[config.mk]
export PLATFORM = sky130hd
export DESIGN_NAME = i2c_master_byte_sequencer_core
export DESIGN_NICKNAME = d
export VERILOG_FILES = /design/src/hw/rtl/i2cms_pkg.sv /design/src/hw/rtl/i2cms_tick.sv /design/src/hw/rtl/i2c_master_byte_sequencer_core.sv
export SDC_FILE = /design/constraint.sdc
export NUM_CORES = 1
export LEC_CHECK = 0
export BUFFER_PORTS_ARGS = -buffer_cell sky130_fd_sc_hd__buf_2
export CAP_MARGIN = 25
export CORE_AREA = 2 2 121 123
export DETAILED_ROUTE_END_ITERATION = 8
export DIE_AREA = 0 0 123 125
export SLEW_MARGIN = 20
export SYNTH_ARGS = -nofsm -noshare
export SYNTH_HDL_FRONTEND = slang
export SYNTH_SLANG_ARGS = --single-unit
export TNS_END_PERCENT = 5
[constraint.sdc]
create_clock -name clk_i -period 7.05 [get_ports clk_i]
set_input_delay 1.41 -clock clk_i [delete_from_list [all_inputs] [get_ports clk_i]]
set_output_delay 1.41 -clock clk_i [all_outputs]
set_load 0.005 [all_outputs]
[src/hw/rtl/i2cms_pkg.sv]
// Package for the I2C master byte sequencer: word types, command codes and step counts.
package i2cms_pkg;

  localparam int unsigned BitsPerByte  = 8;
  localparam int unsigned DataBitSteps = 3 * BitsPerByte;
  localparam int unsigned StepW        = 5;
  localparam int unsigned TimerW       = 16;
  localparam logic [TimerW-1:0] PeriodReset = 16'd240;

  typedef enum logic [2:0] {
    KIND_START  = 3'd0,
    KIND_STOP   = 3'd1,
    KIND_RSTART = 3'd2,
    KIND_WRITE  = 3'd3,
    KIND_READ   = 3'd4
  } kind_e;

  typedef struct packed {
    logic       cmd_valid;
    logic [2:0] kind;
    logic [7:0] write_data;
    logic       send_ack;
    logic       sda_in;
  } in_t;

  typedef struct packed {
    logic       scl_level;
    logic       sda_level;
    logic       sda_drive;
    logic       ready_res;
    logic       done_res;
    logic [7:0] read_data;
  } out_t;

  typedef struct packed {
    logic [TimerW-1:0] timer;
    logic [StepW-1:0]  step;
    kind_e             kind;
    logic              busy;
    logic [7:0]        shift;
    logic              ack;
    logic              scl;
    logic              sda;
    logic              drv;
    logic [7:0]        rd;
  } seq_t;

  function automatic logic [StepW-1:0] step_count(kind_e k);
    logic [StepW-1:0] n;
    unique case (k)
      KIND_START:  n = StepW'(4);
      KIND_STOP:   n = StepW'(3);
      KIND_RSTART: n = StepW'(8);
      default:     n = StepW'(DataBitSteps + 3);
    endcase
    return n;
  endfunction

endpackage

[src/hw/rtl/i2cms_tick.sv]
// Per-tick next-state and result logic of the I2C master byte sequencer.
module i2cms_tick (
  input  i2cms_pkg::seq_t             cur_i,
  input  i2cms_pkg::in_t              word_i,
  input  logic [i2cms_pkg::TimerW-1:0] period_i,
  output i2cms_pkg::seq_t             nxt_o,
  output i2cms_pkg::out_t             res_o
);

  localparam int unsigned StepW = i2cms_pkg::StepW;

  logic                          load;
  logic                          run_step;
  logic                          finish;
  logic [StepW-1:0]              step_n;
  logic [StepW-1:0]              s;
  i2cms_pkg::kind_e              k;
  logic [8:0]                    prod;
  logic [3:0]                    quot;
  logic [1:0]                    rem;
  logic [StepW-1:0]              s_start;
  logic [i2cms_pkg::TimerW-1:0]  per;
  i2cms_pkg::seq_t               base;
  i2cms_pkg::seq_t               nxt;

  assign per  = (period_i == '0) ? i2cms_pkg::TimerW'(1) : period_i;
  assign load = !cur_i.busy && word_i.cmd_valid && (word_i.kind <= i2cms_pkg::KIND_READ);
  assign step_n = cur_i.step + StepW'(1);
  assign finish = cur_i.busy && (cur_i.timer <= i2cms_pkg::TimerW'(1)) &&
                  (step_n >= i2cms_pkg::step_count(cur_i.kind));
  assign run_step = load || (cur_i.busy && (cur_i.timer <= i2cms_pkg::TimerW'(1)) && !finish);

  // step mod 3 via reciprocal, exact for 5-bit steps
  assign prod = 9'(s) * 9'd11;
  assign quot = prod[8:5];
  assign rem  = 2'(s - StepW'(quot * 4'd3));
  assign s_start = (k == i2cms_pkg::KIND_RSTART) ? s - StepW'(4) : s;

  always_comb begin
    base = cur_i;
    if (load) begin
      base.kind = i2cms_pkg::kind_e'(word_i.kind);
      base.busy = 1'b1;
      base.step = '0;
      if (word_i.kind == i2cms_pkg::KIND_WRITE) base.shift = word_i.write_data;
      if (word_i.kind == i2cms_pkg::KIND_READ) begin
        base.shift = '0;
        base.ack   = word_i.send_ack;
      end
    end else if (cur_i.busy && !run_step && !finish) begin
      base.timer = cur_i.timer - i2cms_pkg::TimerW'(1);
    end else if (run_step) begin
      base.step = step_n;
    end
    s = base.step;
    k = base.kind;
  end

  always_comb begin
    nxt = base;
    if (finish) begin
      if (cur_i.kind == i2cms_pkg::KIND_READ) nxt.rd = cur_i.shift;
      nxt.busy  = 1'b0;
      nxt.timer = '0;
      nxt.step  = '0;
    end else if (run_step) begin
      nxt.timer = per;
      unique case (k)
        i2cms_pkg::KIND_START, i2cms_pkg::KIND_RSTART: begin
          if (k == i2cms_pkg::KIND_RSTART && s < StepW'(3)) begin
            unique case (s)
              StepW'(0): begin nxt.drv = 1'b1; nxt.sda = 1'b0; end
              StepW'(1): nxt.scl = 1'b1;
              default:   nxt.sda = 1'b1;
            endcase
          end else if (k == i2cms_pkg::KIND_START || s > StepW'(3)) begin
            unique case (s_start)
              StepW'(0): begin nxt.drv = 1'b1; nxt.sda = 1'b1; end
              StepW'(1): nxt.scl = 1'b1;
              StepW'(2): nxt.sda = 1'b0;
              default:   nxt.scl = 1'b0;
            endcase
          end
        end
        i2cms_pkg::KIND_STOP: begin
          unique case (s)
            StepW'(0): begin nxt.drv = 1'b1; nxt.sda = 1'b0; end
            StepW'(1): nxt.scl = 1'b1;
            default:   nxt.sda = 1'b1;
          endcase
        end
        i2cms_pkg::KIND_WRITE: begin
          if (s < StepW'(i2cms_pkg::DataBitSteps)) begin
            if (rem == 2'd0) begin
              nxt.sda   = base.shift[7];
              nxt.shift = {base.shift[6:0], 1'b0};
            end else begin
              nxt.scl = (rem == 2'd1);
            end
          end else if (s == StepW'(i2cms_pkg::DataBitSteps)) begin
            nxt.drv = 1'b0;
          end else if (s == StepW'(i2cms_pkg::DataBitSteps + 1)) begin
            nxt.scl = 1'b1;
          end else begin
            nxt.scl = 1'b0;
            nxt.drv = 1'b1;
          end
        end
        default: begin
          if (s == '0) nxt.drv = 1'b0;
          if (s < StepW'(i2cms_pkg::DataBitSteps)) begin
            if (rem == 2'd0) begin
              nxt.shift = {base.shift[6:0], 1'b0};
            end else if (rem == 2'd1) begin
              nxt.scl = 1'b1;
            end else begin
              nxt.shift = {base.shift[7:1], word_i.sda_in};
              nxt.scl   = 1'b0;
            end
          end else if (s == StepW'(i2cms_pkg::DataBitSteps)) begin
            nxt.drv = 1'b1;
            nxt.sda = !base.ack;
          end else if (s == StepW'(i2cms_pkg::DataBitSteps + 1)) begin
            nxt.scl = 1'b1;
          end else begin
            nxt.scl = 1'b0;
            nxt.sda = 1'b1;
          end
        end
      endcase
    end
  end

  assign nxt_o = nxt;

  always_comb begin
    res_o.scl_level = nxt.scl;
    res_o.sda_level = nxt.sda;
    res_o.sda_drive = nxt.drv;
    res_o.ready_res = !nxt.busy;
    res_o.done_res  = finish;
    res_o.read_data = nxt.rd;
  end

endmodule

[src/hw/rtl/i2c_master_byte_sequencer_core.sv]
// Top level of the I2C master byte sequencer: state, config and result registers.
//
// Input channel (in_valid_i/in_ready_o/in_i): one word is one bus tick. It may
// carry a command (start, stop, repeated start, write byte, read byte) and the
// sampled SDA level. Commands are taken only while the sequencer is idle.
// Output channel (out_valid_o/out_ready_i/out_o): one word per input word with
// the SCL/SDA line levels, SDA drive enable, ready, a done pulse and read byte.
// The result of a word shows in the cycle after it is accepted. A word can be
// taken every cycle while the receiver takes results; the tick logic sits
// between the state registers and the result register, which is the only stage.
// A stalled result holds in the output register; a new word is still taken in
// the cycle the receiver takes the waiting one.
// cfg_we_i/cfg_wdata_i write the half period in ticks (0 acts as 1).
// Reset leaves the bus idle high and driven, half period 240, output empty.
module i2c_master_byte_sequencer_core (
  input  logic                          clk_i,
  input  logic                          rst_ni,
  input  logic                          in_valid_i,
  output logic                          in_ready_o,
  input  i2cms_pkg::in_t                in_i,
  output logic                          out_valid_o,
  input  logic                          out_ready_i,
  output i2cms_pkg::out_t               out_o,
  input  logic                          cfg_we_i,
  input  logic [i2cms_pkg::TimerW-1:0]  cfg_wdata_i
);

  i2cms_pkg::seq_t              seq_q, seq_d;
  i2cms_pkg::out_t              out_q, out_d;
  logic                         out_valid_q;
  logic [i2cms_pkg::TimerW-1:0] period_q;
  logic                         accept;

  assign in_ready_o = !out_valid_q || out_ready_i;
  assign accept     = in_valid_i && in_ready_o;

  i2cms_tick u_tick (
    .cur_i    (seq_q),
    .word_i   (in_i),
    .period_i (period_q),
    .nxt_o    (seq_d),
    .res_o    (out_d)
  );

  always_ff @(posedge clk_i or negedge rst_ni) begin
    if (!rst_ni) begin
      seq_q       <= '{timer: '0, step: '0, kind: i2cms_pkg::KIND_START, busy: 1'b0,
                       shift: '0, ack: 1'b0, scl: 1'b1, sda: 1'b1, drv: 1'b1, rd: '0};
      out_valid_q <= 1'b0;
      period_q    <= i2cms_pkg::PeriodReset;
    end else begin
      if (cfg_we_i) period_q <= cfg_wdata_i;
      if (accept) begin
        seq_q       <= seq_d;
        out_valid_q <= 1'b1;
      end else if (out_ready_i) begin
        out_valid_q <= 1'b0;
      end
    end
  end

  always_ff @(posedge clk_i) begin
    if (accept) out_q <= out_d;
  end

  assign out_valid_o = out_valid_q;
  assign out_o       = out_q;

endmodule

==> results_dict.tcl, run 1 <==
set metrics [dict create \
    initial_core_util_pct 34.2 \
    path_clk_slew_ns 0.06 \
    yosysTopAreaCell "dfrtp_1" \
    dp_hpwl_mm 8.43 \
    synth_nets 579 \
    ys_warn_count 0 \
    clk_latency_ns 0.34 \
    gp_routability_congestion 0.914 \
    die_w_um 123 \
    track_usage_pct 16.0 \
    num_vias 4064 \
    ys_ff_latch 75 \
    synth_cell_type_count 70 \
    yosys.area.top_type_share_pct 28.3 \
    drt_first_iter_violations 289 \
    maxCapViolCount 0 \
    fmax_mhz 155 \
    critPathRequiredTime_ns 7.14 \
    grt-ovfl-total 0 \
    crit_type "flop to flop" \
    grt_pass1_wl_mm 20.1 \
    drc 0 \
    die_height_um 125 \
    clockBufferDepth 2 \
    cts_buffers 9 \
    cts_tree "done" \
    ctsHoldBuffers 0 \
    wirelength_mm 11.6 \
    postSynthAreaPerCell_sq_um 9.33 \
    rows 44 \
    num_io_pins 50 \
    drt_first_pass_iters 4 \
    fillCellCount 1435 \
    dpl.cell_count 739 \
    seq_area_frac_synth_pct 40.1 \
    p_leak_uw 0.00243 \
    ir_drop_mv 0.157 \
    antenna_found_initial 0 \
    cts_sinks 75 \
    crit_arrival_ns 6.54 \
    grt_pass1_vias 4099 \
    postCtsSetupBuffers 0 \
    portBuffers 49 \
    synth_top_flop_cell "dfrtp_1" \
    setup_viol 0 \
    setup_slack_ns 0.593 \
    synthCells 521 \
    cp-end-kind "flop" \
    final.period_utilization_pct 91.6 \
    ctsRootBufferMaster "clkbuf_16" \
    drive_gt1_share_pct 21.0 \
    pre_cts_ws_ns 0.532 \
    cts.htree.levels 3 \
    syn_to_final_growth_pct 14.9 \
    viasPerCell 5.38 \
    syn-cell-area_sq_um 4860 \
    diodes 0 \
    slew-limit-headroom_pct 44.6 \
    die_area_sq_um 15400 \
    cts_resized 0 \
    slew_violations 0 \
    core_sq_um 14200 \
    final_hold_viol_count 0 \
    min_path_type "flop to flop" \
    grt_max_degree 63 \
    wl_per_cell_um 15.4 \
    synth-edff-count 13 \
    worst_slew_pin_slew_ns 0.831 \
    fin_nets 624 \
    crit_fanout 8 \
    period_minus_slack_ns 6.46 \
    ant_nets 0 \
    synth-async-reset-ratio_pct 82.7 \
    power_density_nw_per_um2 285 \
    fin_worst_skew_ns 0.00589 \
    setup_tns_ns 0 \
    start_kind "flop" \
    status "complete, no violations" \
    stdcell_count 755 \
    netlist_top_cells_area "dfrtp_1 28%, edfxtp_1 8.0%, mux2_2 6.7%" \
    rsz0062_at_grt "false" \
]
metrics by stage:
stage / hold WS [ns] / util, % / cell area [sq um] / power [uW]
after floorplan: 0.440 / - / 4860 / 1010
after global placement: 0.451 / 37.3 / 5300 / 1140
after detailed placement: 0.457 / 37.3 / 5300 / 1150
after CTS: 0.472 / 39.3 / 5580 / 1610
after global routing: 0.488 / 39.3 / 5580 / 1720
final: 0.469 / 39.3 / 5580 / 1590
Yosys cell counts (4+ instances only):
cell and instances:
dfstp_2 7, nand2b_1 8, mux2_2 29, nor2_1 39
xnor2_1 8, a31oi_1 4, a22o_1 6, and3_1 4
dfrtp_1 55, nand2_1 73, or2_2 4, o21ai_1 11
o21ai_0 42, nand3_1 8, ha_1 22, xor2_1 5
mux2i_1 20, inv_1 14, nor2b_1 8, a21oi_1 25
nor3_1 16, edfxtp_1 13, or3_1 5, nor4_1 13
clkbuf_1 18
flip-flops by register name, indices dropped and copies added (netlist names):
register and flops:
period_q 16, out_valid_o 1, out_o 13, seq_q 45
worst max-delay path, stage by stage (launching register included):
cell and delay, ns:
dfrtp_1 0.46, ha_1 0.28, xor2_1 0.15, ha_1 0.31
a211oi_1 0.22, o21ai_1 0.22, a2111oi_1 0.49, mux2_2 0.48
inv_2 0.13, ha_1 0.24, ha_1 0.27, ha_1 0.27
nor2b_1 0.18, a41oi_1 0.13, mux2i_1 0.31, a21oi_1 0.14
xnor2_1 0.14, ha_1 0.19, xor2_1 0.15, xnor2_1 0.13
xnor2_1 0.24, mux2i_1 0.40, mux2i_1 0.23, o221ai_1 0.16
o31a_1 0.30
cells in the final DEF (no fill, tap or decap), types with 9 or more instances in the layout:
cell	netlist	layout
edfxtp_1	13	13
nor2_1	39	39
nand2_1	73	73
ha_1	22	22
mux2_2	29	29
dfrtp_1	55	55
nor4_1	13	13
mux2i_1	20	20
a21oi_1	25	25
clkbuf_16	0	9
o21ai_0	42	42
o21ai_1	11	11
inv_1	14	14
nor3_1	16	16
buf_2	1	49
report_power, final:
group	internal [uW]	leakage (uW)	switching, uW	total, uW
clock network	274	0.000141	174	449
registers	544	0.000902	105	649
logic	202	0.00138	294	496
total	1020	0.00243	574	1590
worst paths after layout:
| kind | from | endpoint | slack (ns) | cells after the start |
|---|---|---|---|---|
| max | seq_q[24] | out_o[11] | 0.59 | 24 |
| min | seq_q[3] | seq_q[3] | 0.47 | 2 |
| max reg2reg | seq_q[24] | out_o[11] | 0.59 | 24 |
| min reg2reg | seq_q[3] | seq_q[3] | 0.47 | 2 |
| max in group asynchronous | rst_ni | out_valid_o | 5.24 | 2 |
| min in group asynchronous | rst_ni | period_q[3] | 1.23 | 2 |
cell type report:
class	count	area, sq um	share of cell area [%]
inverters	17	63.8	1.14
clock buffers	12	236	4.23
flip-flops and latches	75	1950	34.9
repair buffers	55	290	5.20
multi-input cells	408	2760	49.5
clock inverters	4	50.0	0.896
well taps	184	230	4.12
metal layers:
layer | up-vias | global-route usage [%] | wire length, um
li1 | 1989 | - | -
met1 | 1979 | 21.8 | 5360
met2 | 91 | 26.3 | 5600
met3 | 5 | 3.15 | 621
met4 | 0 | 3.48 | 53
met5 | - | 0 | 0
kinds of logic after synthesis:
| group | count (synthesis) | share of synthesized area [%] |
|---|---|---|
| and+or+nand+nor | 197 | 20.3 |
| AOI/OAI and AO/OA | 126 | 17.3 |
| DFF | 75 | 40.1 |
| muxes | 49 | 10.8 |
| buffers and inverters | 38 | 3.04 |
| adders and majority gates | 23 | 6.07 |
| xor gates and xnor gates | 13 | 2.34 |
No activity file was read; power rests on OpenSTA's default activity.
==> inputs of run 2 (changes only) <==
--- a/config.mk
+++ b/config.mk
@@ -7,9 +7,13 @@
 export LEC_CHECK = 0
 export BUFFER_PORTS_ARGS = -buffer_cell sky130_fd_sc_hd__buf_2
 export CAP_MARGIN = 25
+export CELL_PAD_IN_SITES_DETAIL_PLACEMENT = 0
+export CELL_PAD_IN_SITES_GLOBAL_PLACEMENT = 1
 export CORE_AREA = 2 2 121 123
 export DETAILED_ROUTE_END_ITERATION = 8
 export DIE_AREA = 0 0 123 125
+export PLACE_DENSITY_LB_ADDON = 0.1
+export SETUP_SLACK_MARGIN = 0.02
 export SLEW_MARGIN = 20
 export SYNTH_ARGS = -nofsm -noshare
 export SYNTH_HDL_FRONTEND = slang
==> constraint.sdc (replaced) <==
create_clock -name clk_i -period 6.35 [get_ports clk_i]
set_input_delay 1.27 -clock clk_i [delete_from_list [all_inputs] [get_ports clk_i]]
set_output_delay 1.27 -clock clk_i [all_outputs]
set_load 0.005 [all_outputs]
==> results_dict.tcl, run 2 (synthesized netlist as in run 1, its figures left out) <==
set metrics [dict create \
    final_hold_viol_count 0 \
    status "complete, no violations" \
    worst_slew_pin_slew_ns 0.896 \
    portBuffers 49 \
    initial_core_util_pct 34.2 \
    power.total_uw 1810 \
    grt-ovfl-total 0 \
    dp_hpwl_mm 9.14 \
    largest_register_ffs 45 \
    dpl.cell_count 750 \
    grt_max_degree 63 \
    worstHoldStart "seq_q[6]" \
    ir_drop_mv 0.178 \
    layout_commonest_cell "nand2_1" \
    period_minus_slack_ns 6.08 \
    syn_to_final_growth_pct 17.7 \
    maxCapViolCount 0 \
    track_usage_pct 17.7 \
    setup_viol 0 \
    pre_cts_ws_ns 0.0822 \
    crit_type "flop to flop" \
    gp_routability_congestion 0.874 \
    cp-end-kind "flop" \
    setup_slack_ns 0.266 \
    fin_worst_skew_ns 0.00622 \
    fin_nets 639 \
    grt_pass1_vias 4090 \
    power_density_nw_per_um2 316 \
    ant_nets 0 \
    crit_fanout 6 \
    cts_tree "done" \
    critPathRequiredTime_ns 6.44 \
    seqCellArea_sq_um 1950 \
    ctsHoldBuffers 0 \
    ctsRootBufferMaster "clkbuf_16" \
    viasPerCell 5.43 \
    clk_latency_ns 0.34 \
    holdWs_ns 0.466 \
    rows 44 \
    final.period_utilization_pct 95.8 \
    drt_first_pass_iters 4 \
    wirelength_mm 12.9 \
    min_path_type "flop to flop" \
    die_height_um 125 \
    antenna_found_initial 0 \
    diodes 0 \
    crit_arrival_ns 6.17 \
    drc 0 \
    stdcell_count 770 \
    start_kind "flop" \
    grt_pass1_wl_mm 21.3 \
    num_vias 4178 \
    fmax_mhz 164 \
    drive_gt1_share_pct 24.7 \
    drt_first_iter_violations 314 \
    cts_sinks 75 \
    multi_input_area_sq_um 2800 \
    max_flop_register "seq_q" \
    slew-limit-headroom_pct 40.2 \
    p_leak_uw 0.00251 \
    cts_buffers 9 \
    die_w_um 123 \
    cts.htree.levels 3 \
    r2r_start "seq_q[21]" \
    path_clk_slew_ns 0.06 \
    core_sq_um 14200 \
    clockBufferDepth 2 \
    fillCellCount 1428 \
    die_area_sq_um 15400 \
    wl_per_cell_um 16.7 \
    slew_violations 0 \
    final_cell_mix "73 x nand2_1, 54 x dfrtp_1, 49 x buf_2" \
    num_io_pins 50 \
    crit_start "seq_q[21]" \
]
-- run 2: cell count changes in the layout (fill, tap and decap cells not counted), sizes merged --
cell / before / now
bufinv: 1 / 0
clkinvlp: 0 / 1
inv: 17 / 18
buf: 55 / 70
clkinv: 3 / 2
-- run 2: area by class of cell --
cell class	instances	area share, %
Inverter	17	1.12
Clock buffer	12	4.31
Multi-Input combinational cell	408	48.9
Clock inverter	4	0.438
Timing Repair Buffer	70	7.04
Tap cell	184	4.03
Sequential cell	75	34.1
-- run 2: path summary, 6_finish.rpt --
check                      cells past startpoint         to  slack, ns
setup / recovery                              23  out_o[11]       0.27
hold / removal                                 2   seq_q[6]       0.47
setup reg to reg                              23  out_o[11]       0.27
hold reg to reg                                2   seq_q[6]       0.47
max in group asynchronous                      2  seq_q[21]       4.62
min in group asynchronous                      2  seq_q[12]       1.11
-- run 2: metal layers --
metal	GRT usage, %	vias to the layer above	part of all wire, %
met5	0	-	0
met4	5.68	0	1.5
met3	3.83	14	3.4
met2	28.8	96	49
met1	23.2	2043	46
li1	-	2025	-
-- run 2: report_power, final --
group          switching (uW)  leakage [uW]  internal [uW]
clock                     202      0.000133            275
sequential                108      0.000901            604
combinational             359       0.00148            258
total                     668       0.00251           1140
-- run 2: timing repair --
| action | in CTS | in global routing |
|---|---|---|
| resized for setup | 0 | 9 |
| endpoints found under the setup margin | 0 | 11 |
| setup buffers | 0 | 4 |
-- run 2: metrics by stage --
step / cell area [sq um] / setup TNS (ns) / utilization (%)
finish: 5720 / 0 / 40.3
global route: 5720 / -0.0444 / 40.3
CTS: 5650 / 0 / 39.8
detailed placement: 5380 / 0 / 37.9
global placement: 5380 / 0 / 37.9
floorplan: 4860 / 0 / -
-- run 2: worst max-delay path: stages, from the launching register on --
cell	delay [ns]
dfrtp_2	0.43
or3_1	0.40
ha_1	0.31
a211oi_2	0.26
o21ai_2	0.15
a2111oi_4	0.55
mux2i_1	0.32
or2_4	0.19
inv_1	0.05
ha_1	0.26
inv_1	0.05
fa_1	0.49
inv_1	0.04
ha_1	0.33
a21oi_2	0.17
xnor2_1	0.13
ha_1	0.18
xor2_1	0.17
xnor2_1	0.18
xnor2_2	0.17
mux2i_2	0.33
mux2i_1	0.22
o221ai_1	0.15
o31a_1	0.30
